===== src/rtl/qd_pkg.sv =====
// ----------------------------------------------------------------------------
// qd_pkg: shared types and constants of the 2x2 window reducer
// Pixel widths, lane count, register indexes and the stage structs.
// ----------------------------------------------------------------------------
package qd_pkg;

    localparam int FIELD_W    = 16;
    localparam int PIXEL_BITS = 16;
    localparam int LANES      = 4;

    // Sign-extended pixel, window sum with rounding bias, and its magnitude
    localparam int VAL_W = PIXEL_BITS + 1;
    localparam int SUM_W = PIXEL_BITS + 3;
    localparam int MAG_W = PIXEL_BITS + 2;
    localparam int CNT_W = 3;

    // Divide by three: floor(n / 3) = (n * RCP3) >> RCP_SH, exact for n < 2**MAG_W
    localparam int RCP_SH  = MAG_W + 1;
    localparam int RCP_ADJ = (RCP_SH % 2 == 1) ? 1 : 2;
    localparam int RCP_W   = RCP_SH;
    localparam logic [RCP_W-1:0] RCP3 =
        RCP_W'(((64'd1 << RCP_SH) + 64'(RCP_ADJ)) / 64'd3);
    localparam int PROD_W = MAG_W + RCP_W;

    // Configuration port
    localparam int CFG_IDX_W  = 8;
    localparam int CFG_DATA_W = 16;

    localparam logic [CFG_IDX_W-1:0] REG_MODE_NEAREST  = CFG_IDX_W'(0);
    localparam logic [CFG_IDX_W-1:0] REG_NODATA_ENABLE = CFG_IDX_W'(1);
    localparam logic [CFG_IDX_W-1:0] REG_NODATA_VALUE  = CFG_IDX_W'(2);
    localparam logic [CFG_IDX_W-1:0] REG_SIGNED_PIXELS = CFG_IDX_W'(3);

    typedef struct packed {
        logic                  mode_nearest;
        logic                  nodata_enable;
        logic [PIXEL_BITS-1:0] nodata_value;
        logic                  signed_pixels;
    } t_cfg;

    typedef struct packed {
        logic                    counted;
        logic                    nodata;
        logic signed [VAL_W-1:0] value;
        logic [PIXEL_BITS-1:0]   raw;
    } t_lane;

    typedef struct packed {
        logic                    nearest;
        logic [CNT_W-1:0]        count;
        logic signed [SUM_W-1:0] sum;
        logic [PIXEL_BITS-1:0]   pick;
        logic                    last;
    } t_merge;

endpackage


===== src/rtl/qd_ifs.sv =====
// ----------------------------------------------------------------------------
// qd_ifs: handshake channels of the 2x2 window reducer
// Window input, reduced pixel output and register write channel.
// ----------------------------------------------------------------------------
interface qd_in_if import qd_pkg::*; ();
    logic               valid;
    logic               ready;
    logic [FIELD_W-1:0] top_left;
    logic [FIELD_W-1:0] top_right;
    logic [FIELD_W-1:0] bottom_left;
    logic [FIELD_W-1:0] bottom_right;
    logic               last_in_tile;

    modport source (output valid, top_left, top_right, bottom_left, bottom_right,
                    last_in_tile, input ready);
    modport sink   (input valid, top_left, top_right, bottom_left, bottom_right,
                    last_in_tile, output ready);
endinterface

interface qd_out_if import qd_pkg::*; ();
    logic               valid;
    logic               ready;
    logic [FIELD_W-1:0] reduced_pixel;
    logic               tile_done;

    modport source (output valid, reduced_pixel, tile_done, input ready);
    modport sink   (input valid, reduced_pixel, tile_done, output ready);
endinterface

interface qd_cfg_if import qd_pkg::*; ();
    logic                  valid;
    logic                  ready;
    logic [CFG_IDX_W-1:0]  index;
    logic [CFG_DATA_W-1:0] data;

    modport source (output valid, index, data, input ready);
    modport sink   (input valid, index, data, output ready);
endinterface


===== src/rtl/qd_lane.sv =====
// ----------------------------------------------------------------------------
// qd_lane: per-pixel classification lane
// Flags no-data, decides whether the pixel counts, sign- or zero-extends it.
// ----------------------------------------------------------------------------
module qd_lane import qd_pkg::*; (
    input  logic               i_clk,
    input  logic               i_en,
    input  t_cfg               i_cfg,
    input  logic [FIELD_W-1:0] i_pixel,
    output t_lane              o_lane
);

    logic [PIXEL_BITS-1:0] pix;
    logic                  is_nd;
    t_lane                 n_lane;
    t_lane                 r_lane;

    always_comb begin
        pix            = PIXEL_BITS'(i_pixel);
        is_nd          = (pix == i_cfg.nodata_value);
        n_lane.raw     = pix;
        n_lane.nodata  = is_nd;
        n_lane.counted = !i_cfg.nodata_enable || !is_nd;
        n_lane.value   = i_cfg.signed_pixels ? {pix[PIXEL_BITS-1], pix} : {1'b0, pix};
    end

    always_ff @(posedge i_clk) begin
        if (i_en) begin
            r_lane <= n_lane;
        end
    end

    assign o_lane = r_lane;

endmodule


===== src/rtl/qd_merge.sv =====
// ----------------------------------------------------------------------------
// qd_merge: lane merging stage
// Sums counted pixels with rounding bias, counts them, picks nearest pixel.
// ----------------------------------------------------------------------------
module qd_merge import qd_pkg::*; (
    input  logic   i_clk,
    input  logic   i_en,
    input  t_cfg   i_cfg,
    input  t_lane  i_lane [LANES],
    input  logic   i_last,
    output t_merge o_merge
);

    logic signed [SUM_W-1:0] sum;
    logic [CNT_W-1:0]        cnt;
    logic [PIXEL_BITS-1:0]   pick;
    t_merge                  n_merge;
    t_merge                  r_merge;

    always_comb begin
        sum = '0;
        cnt = '0;
        for (int i = 0; i < LANES; i++) begin
            if (i_lane[i].counted) begin
                sum = sum + SUM_W'(i_lane[i].value);
                cnt = cnt + CNT_W'(1);
            end
        end

        // first pixel that is not no-data wins; fall back to the last one
        pick = i_lane[LANES-1].raw;
        for (int i = LANES - 2; i >= 0; i--) begin
            if (!i_lane[i].nodata) begin
                pick = i_lane[i].raw;
            end
        end
        if (!i_cfg.nodata_enable) begin
            pick = i_lane[0].raw;
        end

        n_merge.nearest = i_cfg.mode_nearest;
        n_merge.count   = cnt;
        n_merge.sum     = sum + SUM_W'(cnt >> 1);
        n_merge.pick    = pick;
        n_merge.last    = i_last;
    end

    always_ff @(posedge i_clk) begin
        if (i_en) begin
            r_merge <= n_merge;
        end
    end

    assign o_merge = r_merge;

endmodule


===== src/rtl/qd_div.sv =====
// ----------------------------------------------------------------------------
// qd_div: divide by the pixel count, truncating toward zero
// Two stages: magnitude and reciprocal multiply, then quotient select.
// ----------------------------------------------------------------------------
module qd_div import qd_pkg::*; (
    input  logic               i_clk,
    input  logic               i_en_mul,
    input  logic               i_en_out,
    input  t_cfg               i_cfg,
    input  t_merge             i_merge,
    output logic [FIELD_W-1:0] o_pixel,
    output logic               o_last
);

    logic                  neg;
    logic [MAG_W-1:0]      mag;
    logic [PROD_W-1:0]     prod;
    logic [MAG_W-1:0]      quo;
    logic [MAG_W-1:0]      signed_quo;
    logic [PIXEL_BITS-1:0] n_pixel;

    logic                  r_nearest;
    logic [CNT_W-1:0]      r_count;
    logic                  r_neg;
    logic [MAG_W-1:0]      r_mag;
    logic [MAG_W-1:0]      r_third;
    logic [PIXEL_BITS-1:0] r_pick;
    logic                  r_last_mul;
    logic [PIXEL_BITS-1:0] r_pixel;
    logic                  r_last;

    // Multiply stage: split sign and magnitude, take a third of the magnitude
    always_comb begin
        neg  = i_merge.sum[SUM_W-1];
        mag  = neg ? MAG_W'(-i_merge.sum) : MAG_W'(i_merge.sum);
        prod = PROD_W'(mag) * PROD_W'(RCP3);
    end

    always_ff @(posedge i_clk) begin
        if (i_en_mul) begin
            r_nearest  <= i_merge.nearest;
            r_count    <= i_merge.count;
            r_neg      <= neg;
            r_mag      <= mag;
            r_third    <= prod[RCP_SH +: MAG_W];
            r_pick     <= i_merge.pick;
            r_last_mul <= i_merge.last;
        end
    end

    // Output stage: signed quotient by count, nearest pick or no-data value
    always_comb begin
        case (r_count)
            CNT_W'(1): quo = r_mag;
            CNT_W'(2): quo = r_mag >> 1;
            CNT_W'(3): quo = r_third;
            CNT_W'(4): quo = r_mag >> 2;
            default:   quo = '0;
        endcase
        signed_quo = r_neg ? -quo : quo;

        if (r_nearest) begin
            n_pixel = r_pick;
        end else if (r_count == '0) begin
            n_pixel = i_cfg.nodata_value;
        end else begin
            n_pixel = PIXEL_BITS'(signed_quo);
        end
    end

    always_ff @(posedge i_clk) begin
        if (i_en_out) begin
            r_pixel <= n_pixel;
            r_last  <= r_last_mul;
        end
    end

    assign o_pixel = FIELD_W'(r_pixel);
    assign o_last  = r_last;

endmodule


===== src/rtl/quad_downsample_nodata_core.sv =====
// ----------------------------------------------------------------------------
// quad_downsample_nodata_core: 2x2 window reducer for image pyramids
// Averages or picks one pixel out of each 2x2 window, skipping no-data.
// ----------------------------------------------------------------------------
// One item is a 2x2 window; each gives exactly one reduced pixel, in order.
// The block takes one item per clock unless output back-pressure fills the
// pipeline. A lane stage classifies the four pixels side by side, a merge
// stage sums the counted pixels with half their count as rounding bias and
// picks the nearest valid pixel, a multiply stage divides the magnitude by
// three through a reciprocal, and an output register selects the quotient
// for the count (one, two, three or four) and restores the sign, so the
// division truncates toward zero. Every stage holds its own valid bit and
// moves on as soon as the stage after it has room, so input is still taken
// while a result waits at the output as long as an earlier stage is empty.
// Registers are written through the configuration channel, which is always
// ready; write them only while the pipeline is empty. An index beyond the
// last register is ignored. All configuration registers reset to zero.
// ----------------------------------------------------------------------------
module quad_downsample_nodata_core import qd_pkg::*; (
    input  logic        i_clk,
    input  logic        i_rst_n,
    qd_in_if.sink       i_in,
    qd_out_if.source    o_out,
    qd_cfg_if.sink      i_cfg
);

    t_cfg   r_cfg;
    logic   r_v_lane;
    logic   r_v_merge;
    logic   r_v_mul;
    logic   r_v_out;
    logic   r_last_lane;

    logic   rdy_lane;
    logic   rdy_merge;
    logic   rdy_mul;
    logic   rdy_out;

    logic [FIELD_W-1:0] w_pix [LANES];
    t_lane              w_lane [LANES];
    t_merge             w_merge;

    // Register writes: always accept, drop unknown indexes
    assign i_cfg.ready = 1'b1;

    always_ff @(posedge i_clk) begin
        if (!i_rst_n) begin
            r_cfg <= '0;
        end else if (i_cfg.valid) begin
            unique case (i_cfg.index)
                REG_MODE_NEAREST:  r_cfg.mode_nearest  <= i_cfg.data[0];
                REG_NODATA_ENABLE: r_cfg.nodata_enable <= i_cfg.data[0];
                REG_NODATA_VALUE:  r_cfg.nodata_value  <= PIXEL_BITS'(i_cfg.data);
                REG_SIGNED_PIXELS: r_cfg.signed_pixels <= i_cfg.data[0];
                default: begin
                end
            endcase
        end
    end

    // Stage advance: a stage loads when it is empty or its content moves on
    assign rdy_out    = !r_v_out   || o_out.ready;
    assign rdy_mul    = !r_v_mul   || rdy_out;
    assign rdy_merge  = !r_v_merge || rdy_mul;
    assign rdy_lane   = !r_v_lane  || rdy_merge;
    assign i_in.ready = rdy_lane;

    always_ff @(posedge i_clk) begin
        if (!i_rst_n) begin
            r_v_lane  <= 1'b0;
            r_v_merge <= 1'b0;
            r_v_mul   <= 1'b0;
            r_v_out   <= 1'b0;
        end else begin
            if (rdy_lane) begin
                r_v_lane <= i_in.valid;
            end
            if (rdy_merge) begin
                r_v_merge <= r_v_lane;
            end
            if (rdy_mul) begin
                r_v_mul <= r_v_merge;
            end
            if (rdy_out) begin
                r_v_out <= r_v_mul;
            end
        end
    end

    always_ff @(posedge i_clk) begin
        if (rdy_lane) begin
            r_last_lane <= i_in.last_in_tile;
        end
    end

    // Scan order of the window: top-left, top-right, bottom-left, bottom-right
    assign w_pix[0] = i_in.top_left;
    assign w_pix[1] = i_in.top_right;
    assign w_pix[2] = i_in.bottom_left;
    assign w_pix[3] = i_in.bottom_right;

    for (genvar g = 0; g < LANES; g++) begin : g_lane
        qd_lane u_lane (
            .i_clk   (i_clk),
            .i_en    (rdy_lane),
            .i_cfg   (r_cfg),
            .i_pixel (w_pix[g]),
            .o_lane  (w_lane[g])
        );
    end

    qd_merge u_merge (
        .i_clk   (i_clk),
        .i_en    (rdy_merge),
        .i_cfg   (r_cfg),
        .i_lane  (w_lane),
        .i_last  (r_last_lane),
        .o_merge (w_merge)
    );

    qd_div u_div (
        .i_clk    (i_clk),
        .i_en_mul (rdy_mul),
        .i_en_out (rdy_out),
        .i_cfg    (r_cfg),
        .i_merge  (w_merge),
        .o_pixel  (o_out.reduced_pixel),
        .o_last   (o_out.tile_done)
    );

    assign o_out.valid = r_v_out;

endmodule


===== src/flat_wrapper.sv =====
// flat-port wrapper written by rule: the top's interface ports become plain ports
module quad_downsample_nodata_core_flat import qd_pkg::*;
  (i_clk, i_rst_n, i_in_valid, i_in_top_left, i_in_top_right, i_in_bottom_left, i_in_bottom_right, i_in_last_in_tile, i_in_ready, o_out_valid, o_out_reduced_pixel, o_out_tile_done, o_out_ready, i_cfg_valid, i_cfg_index, i_cfg_data, i_cfg_ready);
  qd_in_if i_in_i ();
  qd_out_if o_out_i ();
  qd_cfg_if i_cfg_i ();
  input  logic i_clk;
  input  logic i_rst_n;
  input wire logic [$bits(i_in_i.valid)-1:0] i_in_valid;
  input wire logic [$bits(i_in_i.top_left)-1:0] i_in_top_left;
  input wire logic [$bits(i_in_i.top_right)-1:0] i_in_top_right;
  input wire logic [$bits(i_in_i.bottom_left)-1:0] i_in_bottom_left;
  input wire logic [$bits(i_in_i.bottom_right)-1:0] i_in_bottom_right;
  input wire logic [$bits(i_in_i.last_in_tile)-1:0] i_in_last_in_tile;
  output wire logic [$bits(i_in_i.ready)-1:0] i_in_ready;
  output wire logic [$bits(o_out_i.valid)-1:0] o_out_valid;
  output wire logic [$bits(o_out_i.reduced_pixel)-1:0] o_out_reduced_pixel;
  output wire logic [$bits(o_out_i.tile_done)-1:0] o_out_tile_done;
  input wire logic [$bits(o_out_i.ready)-1:0] o_out_ready;
  input wire logic [$bits(i_cfg_i.valid)-1:0] i_cfg_valid;
  input wire logic [$bits(i_cfg_i.index)-1:0] i_cfg_index;
  input wire logic [$bits(i_cfg_i.data)-1:0] i_cfg_data;
  output wire logic [$bits(i_cfg_i.ready)-1:0] i_cfg_ready;
  assign i_in_i.valid = i_in_valid;
  assign i_in_i.top_left = i_in_top_left;
  assign i_in_i.top_right = i_in_top_right;
  assign i_in_i.bottom_left = i_in_bottom_left;
  assign i_in_i.bottom_right = i_in_bottom_right;
  assign i_in_i.last_in_tile = i_in_last_in_tile;
  assign i_in_ready = i_in_i.ready;
  assign o_out_valid = o_out_i.valid;
  assign o_out_reduced_pixel = o_out_i.reduced_pixel;
  assign o_out_tile_done = o_out_i.tile_done;
  assign o_out_i.ready = o_out_ready;
  assign i_cfg_i.valid = i_cfg_valid;
  assign i_cfg_i.index = i_cfg_index;
  assign i_cfg_i.data = i_cfg_data;
  assign i_cfg_ready = i_cfg_i.ready;
  quad_downsample_nodata_core u_core (.i_clk(i_clk), .i_rst_n(i_rst_n), .i_in(i_in_i), .o_out(o_out_i), .i_cfg(i_cfg_i));
endmodule

===== config.mk =====
export PLATFORM = sky130hd
export DESIGN_NAME = quad_downsample_nodata_core_flat
export DESIGN_NICKNAME = d
export VERILOG_FILES = /design/src/rtl/qd_pkg.sv /design/src/rtl/qd_ifs.sv /design/src/rtl/qd_lane.sv /design/src/rtl/qd_merge.sv /design/src/rtl/qd_div.sv /design/src/rtl/quad_downsample_nodata_core.sv /design/src/flat_wrapper.sv
export SDC_FILE = /design/constraint.sdc
export NUM_CORES = 1
export LEC_CHECK = 0
export BUFFER_PORTS_ARGS = -buffer_cell sky130_fd_sc_hd__buf_2
export CORE_MARGIN = 8
export CORE_UTILIZATION = 25
export DETAILED_ROUTE_END_ITERATION = 16
export PLACE_DENSITY = 0.38
export SLEW_MARGIN = 0
export SYNTH_ARGS = -nofsm -noshare
export SYNTH_HDL_FRONTEND = slang
export SYNTH_SLANG_ARGS = --single-unit

===== constraint.sdc =====
create_clock -name i_clk -period 10.2 [get_ports i_clk]
set_input_delay 1.02 -clock i_clk [delete_from_list [all_inputs] [get_ports i_clk]]
set_output_delay 1.02 -clock i_clk [all_outputs]
set_load 0.02 [all_outputs]

Yosys cells after proc, flatten, opt, wreduce, memory -nomap -nowiden
Index checks and enable logic that the tools add are counted.

word-level totals
  word-level logic and storage cells = 103
  register bits after elaboration = 276
  bits of input ports = 94
  output and inout port bits = 20

operators by class
  muxes and demuxes = 17
  reduce and logical (&&, ||, !) cells = 23
  $add $sub $neg = 9
  multiply operators = 1
  equality and inequality tests = 11

operators by type and width
  kind                                                 count
  2-to-1 mux 16 bit                                    7
  2-to-1 mux 19 bit                                    4
  equality test 16 bit                                 4
  one-hot mux 16 bit (4 select lines)                  1
  adder 19 x 17 -> 19 bit                              3
  multiplier 18 x 18 -> 35 bit, second input constant  1
  adder 19 x 2 -> 19 bit                               1
  2-to-1 mux 18 bit                                    1
  negator 18 bit                                       1
  equality test 8 x 2 -> 1 bit, second input constant  2
  negator 16 bit                                       1
  adder 3 x 1 -> 3 bit, second input constant          3
  zero test 1 bit                                      9
  2-to-1 mux 3 bit                                     3
  equality test 8 x 1 -> 1 bit, second input constant  1
  zero test 8 bit                                      1
  logical OR 1 bit                                     8
  AND reduction 2 bit                                  4
  equality test 3 x 2 -> 1 bit, second input constant  2
  equality test 3 x 1 -> 1 bit, second input constant  1
  equality test 3 bit, second input constant           1
  zero test 3 bit                                      1
  2-to-1 mux 1 bit                                     1

Longest topological paths before layout
Gate-level depths: netlist of the first run.

  depth after elaboration = 8
  mapped depth = 35
  depth with buffers taken out = 31

By module
From an unflattened synthesis of the first run, not the netlist that was laid out.

second synthesis, totals
  cells, all modules = 2090
  area total of the unflattened synthesis = 20669.8 sq um

by module, submodules not included
  module                       instances  cells each  seq. area each (sq um)  area an instance (sq um)
  qd_div                       1          952         2192.1                  9743.1
  qd_merge                     1          802         1201.2                  6413.7
  qd_lane                      4          58          570.5                   878.3
  quad_downsample_nodata_core  1          104         490.5                   999.7

Least setup slack after synthesis of the first run
OpenSTA, ideal clock, no wires.

  path type = flip-flop to flip-flop
  start point = reg u_core.u_merge.r_merge, in the netlist u_core.u_merge.o_merge[23]
  end point = reg u_core.u_div.r_third[14] (data pin)
  buffers on the path = 0
  library setup time = 0.258 ns
  stages on the path, launching flop included = 29
  arrival = 7.943 ns
  clock period less this slack = 8.201 ns
  data required time = 9.942 ns
  setup slack = 1.999 ns
  cells stage by stage = edfxtp_1 -> or4_1 -> or3_1 -> or4_1 -> or2_2 -> o31a_1 -> xor2_1 -> ha_1 -> ha_1 -> inv_1 -> fa_1 -> inv_1 -> fa_1 -> inv_1 -> fa_1 -> inv_1 -> fa_1 -> ha_1 -> a21o_1 -> a21o_1 -> a21o_1 -> a21o_1 -> a21oi_1 -> o31ai_1 -> a2111oi_0 -> nor3_1 -> or3_1 -> a21oi_1 -> xnor2_1

between the ends
  cells in the longest elaborated chain, start to end = 3

RTL lines
  item                          line            text
  start: declaration            qd_merge.sv:18  t_merge r_merge;
  start signal: assignment      qd_merge.sv:50  r_merge <= n_merge;
  negator 18 bit                qd_div.sv:35    mag = neg ? MAG_W'(-i_merge.sum) : MAG_W'(i_merge.sum);
  2-to-1 mux 18 bit             qd_div.sv:35
  net u_core.u_div.mag[16]      qd_div.sv:16    logic [MAG_W-1:0] mag;
  multiplier 18 x 18 -> 35 bit  qd_div.sv:36    prod = PROD_W'(mag) * PROD_W'(RCP3);
  net u_core.u_div.prod[33]     qd_div.sv:17    logic [PROD_W-1:0] prod;
  end signal: assignment        qd_div.sv:45    r_third <= prod[RCP_SH +: MAG_W];
  end: declaration              qd_div.sv:26    logic [MAG_W-1:0] r_third;

The timed path passes the listed nets, and every way through them passes these cells.
A chain may end at the register's enable or synchronous reset.

Worst setup path in the final report of the first run
Same ends and word-level chain as after synthesis.

==> run_results.csv, run 1 <==
group,metric,value,unit
worst_setup_path,cp.required,10510,ps
synthesis,synth_top_cell_area_share,29.7,%
sta,rsz0062_at_grt,"false",
floorplanning,num_rows,101,
place,port_buffers,112,
run,max-cap-violations,0,
layout,layout_commonest_cell,"inv_1",
synthesis,synth_cells,1912,
floorplanning,core_area,75800,µm²
routing,routedWlPerCell,19.9,µm
sta,setup_viol,0,
synthesis,ys_warn_count,0,
synthesis,synth-main-ff-cell,"edfxtp_1",
global_route,grt_max_degree,57,
floorplanning,die_area,85400,µm²
global_route,grt_pass1_wl,90000,µm
synthesis,synth_area_leader_cell,"edfxtp_1",
synthesis,syn_area_per_cell,9.98,µm²
synthesis,synth_edf_count,189,
routing,postRouteAntennaNets,0,
worst_hold_path,worstHoldPathType,"flop to flop",
synthesis,synth_area,19100,µm²
clock_tree,clockRootBuffer,"clkbuf_16",
sta,hold_ws,418,ps
worst_setup_path,critPathArrivalTime,9070,ps
clock_tree,cts_tree,"built",
worst_setup_path,crit_fanout,7,
clock_tree,clk_pin_slew_worst_paths,60,ps
run_status,outcome,"completed",
synthesis,ys_ff_latch,212,
worst_setup_path,startpoint_type,"flop",
floorplanning,io-pin-count,114,
clock_tree,cts_resized,0,
synthesis,synth_nets,2331,
floorplanning,die_y,292,µm
clock_tree,worstSkewPairLatency,560,ps
worst_setup_path,critPathKind,"flop to flop",
synthesis,yosysSeqAreaShare,32.2,%
layout,mostFrequentLayoutCells,"247 x inv_1, 211 x ha_1, 189 x edfxtp_1",
layout,design_area,21600,µm²
routing,drtIter0Drc,768,
clock_tree,htree_num_levels,1,
synthesis,synthArstFlopShare,0,%
sta,hold_viol,0,
sta,tns,0,ps
sta,tightestPinTransition,1170,ps
floorplanning,die_width,292,µm
clock_tree,cts_buffer_depth,3,
routing,via_per_inst,4.58,
sta,fin_skew,13.9,ps
place,dp_hpwl,49500,µm
layout,fin_nets,2414,
place,postPlaceCellArea,20700,µm²
routing,drc,0,
place,gp_congestion,0.833,
layout,diodes,0,
worst_setup_path,cpMaxStageDelayCell,"a2111oi_0",
clock_tree,cts.sinks,212,
global_route,grt-ovfl-total,0,
floorplanning,start_util,25.2,%
worst_setup_path,worstSetupEndpointType,"flop",
sta,period_minus_slack,8760,ps
global_route,grt_usage,13.6,%
global_route,grt_antenna_before_repair,0,
synthesis,synth_cell_types,86,
sta,slew_violations,0,
clock_tree,postCtsSetupBuffers,0,
layout,area_growth,13.1,%
sta,period_share,85.9,%
routing,dr.pass1.iters,5,
routing,drt_wl_total,59600,µm
sta,timing.slew.headroom,21.5,%
clock_tree,holdBufCountCts,0,
global_route,grt_pass1_vias,14300,
worst_setup_path,slowest_delay,700,ps
sta,fmax,114,MHz
layout,drive_gt1_share,11.8,%
synthesis,synth.area.top_cells,"edfxtp_1 30%, ha_1 14%, fa_1 12%",
clock_tree,numCtsBuffers,26,
routing,num_vias,13700,
Yosys cell counts, drive strengths merged (4+ instances only):
library cell / n
nor2b: 19
mux2i: 30
o21a: 17
a221oi: 5
and2: 19
nand2b: 14
nor2: 84
o41ai: 5
inv: 248
buf: 16
a211oi: 16
nand2: 173
and3: 10
nand3b: 5
or3: 8
o211ai: 7
nand4: 22
a31oi: 8
nand3: 33
clkbuf: 60
nor4: 9
mux2: 34
o31a: 5
o21bai: 7
nor3: 26
a32oi: 4
o32a: 4
edfxtp: 189
a21boi: 18
o21ai: 103
o22ai: 5
a22oi: 17
dfxtp: 23
a21o: 25
ha: 211
o31ai: 8
a21oi: 83
xor2: 32
fa: 114
xnor2: 142
or2: 7
sequential cells by signal, indices dropped and copies added (netlist names), 3 cells and up:
register,count
u_core.g_lane.u_lane.o_lane,75
u_core.r_cfg,19
u_core.u_div.o_pixel,16
u_core.u_div.r_count,3
u_core.u_div.r_mag,18
u_core.u_div.r_pick,16
u_core.u_div.r_third,16
u_core.u_merge.o_merge,40
stage by stage:
step	setup WS [ps]	util [%]	cells
5_1_grt	842	28.5	2993
2_1_floorplan	2000	-	1912
6_report	1440	28.5	2993
4_1_cts	1340	28.5	2993
3_3_place_gp	1460	27.3	2945
3_5_place_dp	1390	27.3	2945
path summary, 6_finish.rpt:
path	from	endpoint	slack [ps]	cells past startpoint
max	u_core.u_merge.o_merge[23]	u_core.u_div.r_third[14]	1440	29
min	u_core.u_merge.o_merge[16]	u_core.u_div.r_pick[15]	420	0
max reg2reg	u_core.u_merge.o_merge[23]	u_core.u_div.r_third[14]	1440	29
min reg2reg	u_core.u_merge.o_merge[16]	u_core.u_div.r_pick[15]	420	0
critical path, delay by kind of cell (launching register included):
| family | cells | cell delay [ps] |
|---|---|---|
| simple gates | 6 | 2280 |
| xor+xnor | 2 | 230 |
| buf+inv | 5 | 380 |
| compound gates | 9 | 2190 |
| fa+ha+maj | 7 | 2980 |
| flops | 1 | 430 |
cell type report:
class                           count  area, µm²
Clock buffer                       32        683
Clock inverter                     16        175
Fill cell                        7979      54200
Inverter                          248        931
Multi-Input combinational cell   1376      11700
Sequential cell                   212       6140
Tap cell                          978       1220
Timing Repair Buffer              131        703
cell families (layout without fill, tap and decap cells):
logic type                 Yosys count  count (layout)  synth area share [%]
AOI/OAI and AO/OA                  366             366                  12.6
xor gates and xnor gates           175             175                  8.10
and+or+nand+nor                    443             443                  11.1
adders and majority gates          327             327                  25.9
DFF                                212             212                  32.2
other                                1               1                0.0197
muxes                               64              64                  3.60
buffers and inverters              324             427                  6.49
per-layer routing:
metal	up-vias	track usage, %	share of wire (%)
met5	-	0	0
met4	0	3.09	2.3
met3	67	1.45	3.1
met2	245	23.8	48
met1	6606	18.1	47
li1	6799	-	-
Power of run 1 is not shown: default switching activity piles up to over one toggle a cycle in this logic, so the estimate is an artifact.
==> inputs of run 2 (changes only) <==
==> constraint.sdc (replaced) <==
create_clock -name i_clk -period 9.24 [get_ports i_clk]
set_input_delay 0.924 -clock i_clk [delete_from_list [all_inputs] [get_ports i_clk]]
set_output_delay 0.924 -clock i_clk [all_outputs]
set_load 0.005 [all_outputs]
==> run_results.csv, run 2 (synthesis gave the netlist of run 1 again) <==
group,metric,value,unit
worst_hold_path,worstHoldPathType,"flop to flop",
global_route,grt_pass1_wl,90900,µm
layout,layout_commonest_cell,"inv_1",
global_route,grt-ovfl-total,0,
sta,hold_viol,0,
floorplanning,die_y,292,µm
clock_tree,cts.sinks,212,
routing,dr.pass1.iters,5,
global_route,grt_pass1_vias,14400,
place,dp_hpwl,50000,µm
layout,multi_input_area,11700,µm²
routing,via_per_inst,4.59,
worst_setup_path,worstSetupEndpointType,"flop",
worst_setup_path,critPathArrivalTime,8850,ps
clock_tree,htree_num_levels,1,
floorplanning,die_area,85400,µm²
global_route,grt_usage,13.8,%
layout,area_growth,13.4,%
sta,setup_viol,0,
sta,tightestPinTransition,1110,ps
clock_tree,cts_tree,"built",
sta,period_minus_slack,8550,ps
layout,drive_gt1_share,12.2,%
routing,num_vias,13800,
worst_setup_path,startpoint_type,"flop",
layout,design_area,21600,µm²
layout,area.sequential,6140,µm²
clock_tree,worstSkewPairLatency,560,ps
sta,timing.slew.headroom,26.0,%
sta,fmax,117,MHz
worst_setup_path,cp.required,9540,ps
clock_tree,clk_pin_slew_worst_paths,60,ps
sta,fin_skew,18.2,ps
layout,mostFrequentLayoutCells,"247 x inv_1, 211 x ha_1, 189 x edfxtp_1",
routing,drt_wl_total,60000,µm
floorplanning,die_width,292,µm
global_route,grt_max_degree,59,
floorplanning,core_area,75800,µm²
clock_tree,holdBufCountCts,0,
sta,slew_violations,0,
clock_tree,numCtsBuffers,26,
routing,postRouteAntennaNets,0,
clock_tree,postCtsSetupBuffers,0,
sta,rsz0062_at_grt,"false",
global_route,grt_antenna_before_repair,1,
run_status,outcome,"completed",
routing,routedWlPerCell,20.0,µm
place,gp_congestion,0.842,
worst_setup_path,critPathKind,"flop to flop",
place,postPlaceCellArea,20800,µm²
sta,period_share,92.5,%
floorplanning,num_rows,101,
layout,fillers,7997,
worst_setup_path,crit_fanout,6,
clock_tree,cts_buffer_depth,3,
layout,fin_nets,2424,
run,max-cap-violations,0,
routing,drtIter0Drc,776,
clock_tree,clockRootBuffer,"clkbuf_16",
routing,drc,0,
place,port_buffers,112,
sta,tns,0,ps
floorplanning,start_util,25.2,%
floorplanning,io-pin-count,114,
layout,diodes,0,
layout,largest_reg_flops,75,
-- run 2: repair_timing --
| action | 4_1_cts | 5_1_grt |
|---|---|---|
| setup endpoints to repair | 0 | 5 |
| hold endpoints to repair | 0 | 0 |
| gates resized for setup | 0 | 3 |
-- run 2: metal layers --
metal  routed length, µm  GRT usage (%)  up-vias
li1                    -              -     6810
met1               27300           18.0     6656
met2               28700           23.9      255
met3                2130           1.70       71
met4                1920           4.16        2
met5                  13              0        -
-- run 2: final cells by class --
| cell class | count | share of cell area, % |
|---|---|---|
| clock buffers | 30 | 3.12 |
| well taps | 978 | 5.66 |
| multi-input cells | 1376 | 54.2 |
| repair buffers | 141 | 3.60 |
| flip-flops and latches | 212 | 28.4 |
| clock inverters | 18 | 0.734 |
| inverters | 248 | 4.30 |
-- run 2: path summary, 6_finish.rpt --
path	slack, ps	depth (start not counted)	endpoint	from
worst max-delay path	690	26	u_core.u_div.r_third[14]	u_core.u_merge.o_merge[24]
worst min-delay path	420	0	u_core.u_div.r_pick[3]	u_core.u_merge.o_merge[4]
worst max register to register	690	26	u_core.u_div.r_third[14]	u_core.u_merge.o_merge[24]
worst min register to register	420	0	u_core.u_div.r_pick[3]	u_core.u_merge.o_merge[4]
-- run 2: through the flow --
step | hold slack, ps | instances | utilization [%] | setup slack (ps)
final | 416 | 3003 | 28.5 | 690
after global routing | 423 | 3003 | 28.5 | 77.2
after CTS | 417 | 3003 | 28.5 | 272
after detailed placement | 405 | 2955 | 27.4 | 298
after global placement | 401 | 2955 | 27.4 | 511
after floorplan | 400 | 1912 | - | 1040
-- run 2: critical path: stages (launching register included) --
cell and delay [ps]:
edfxtp_1 420, or4_1 570, or3_1 380, or4_1 430, or2_2 320, o41ai_2 240, xor2_1 350, inv_1 240
ha_1 370, ha_1 290, inv_1 50, fa_1 530, inv_1 50, fa_1 460, fa_1 520, fa_1 490
ha_1 370, a21o_1 180, a21o_1 180, a21o_1 170, a21oi_1 160, o31ai_1 190, a2111oi_2 490, nor3_1 150
or3_1 400, a21oi_1 190, xnor2_1 90
Power of run 2 is left out for the same reason.
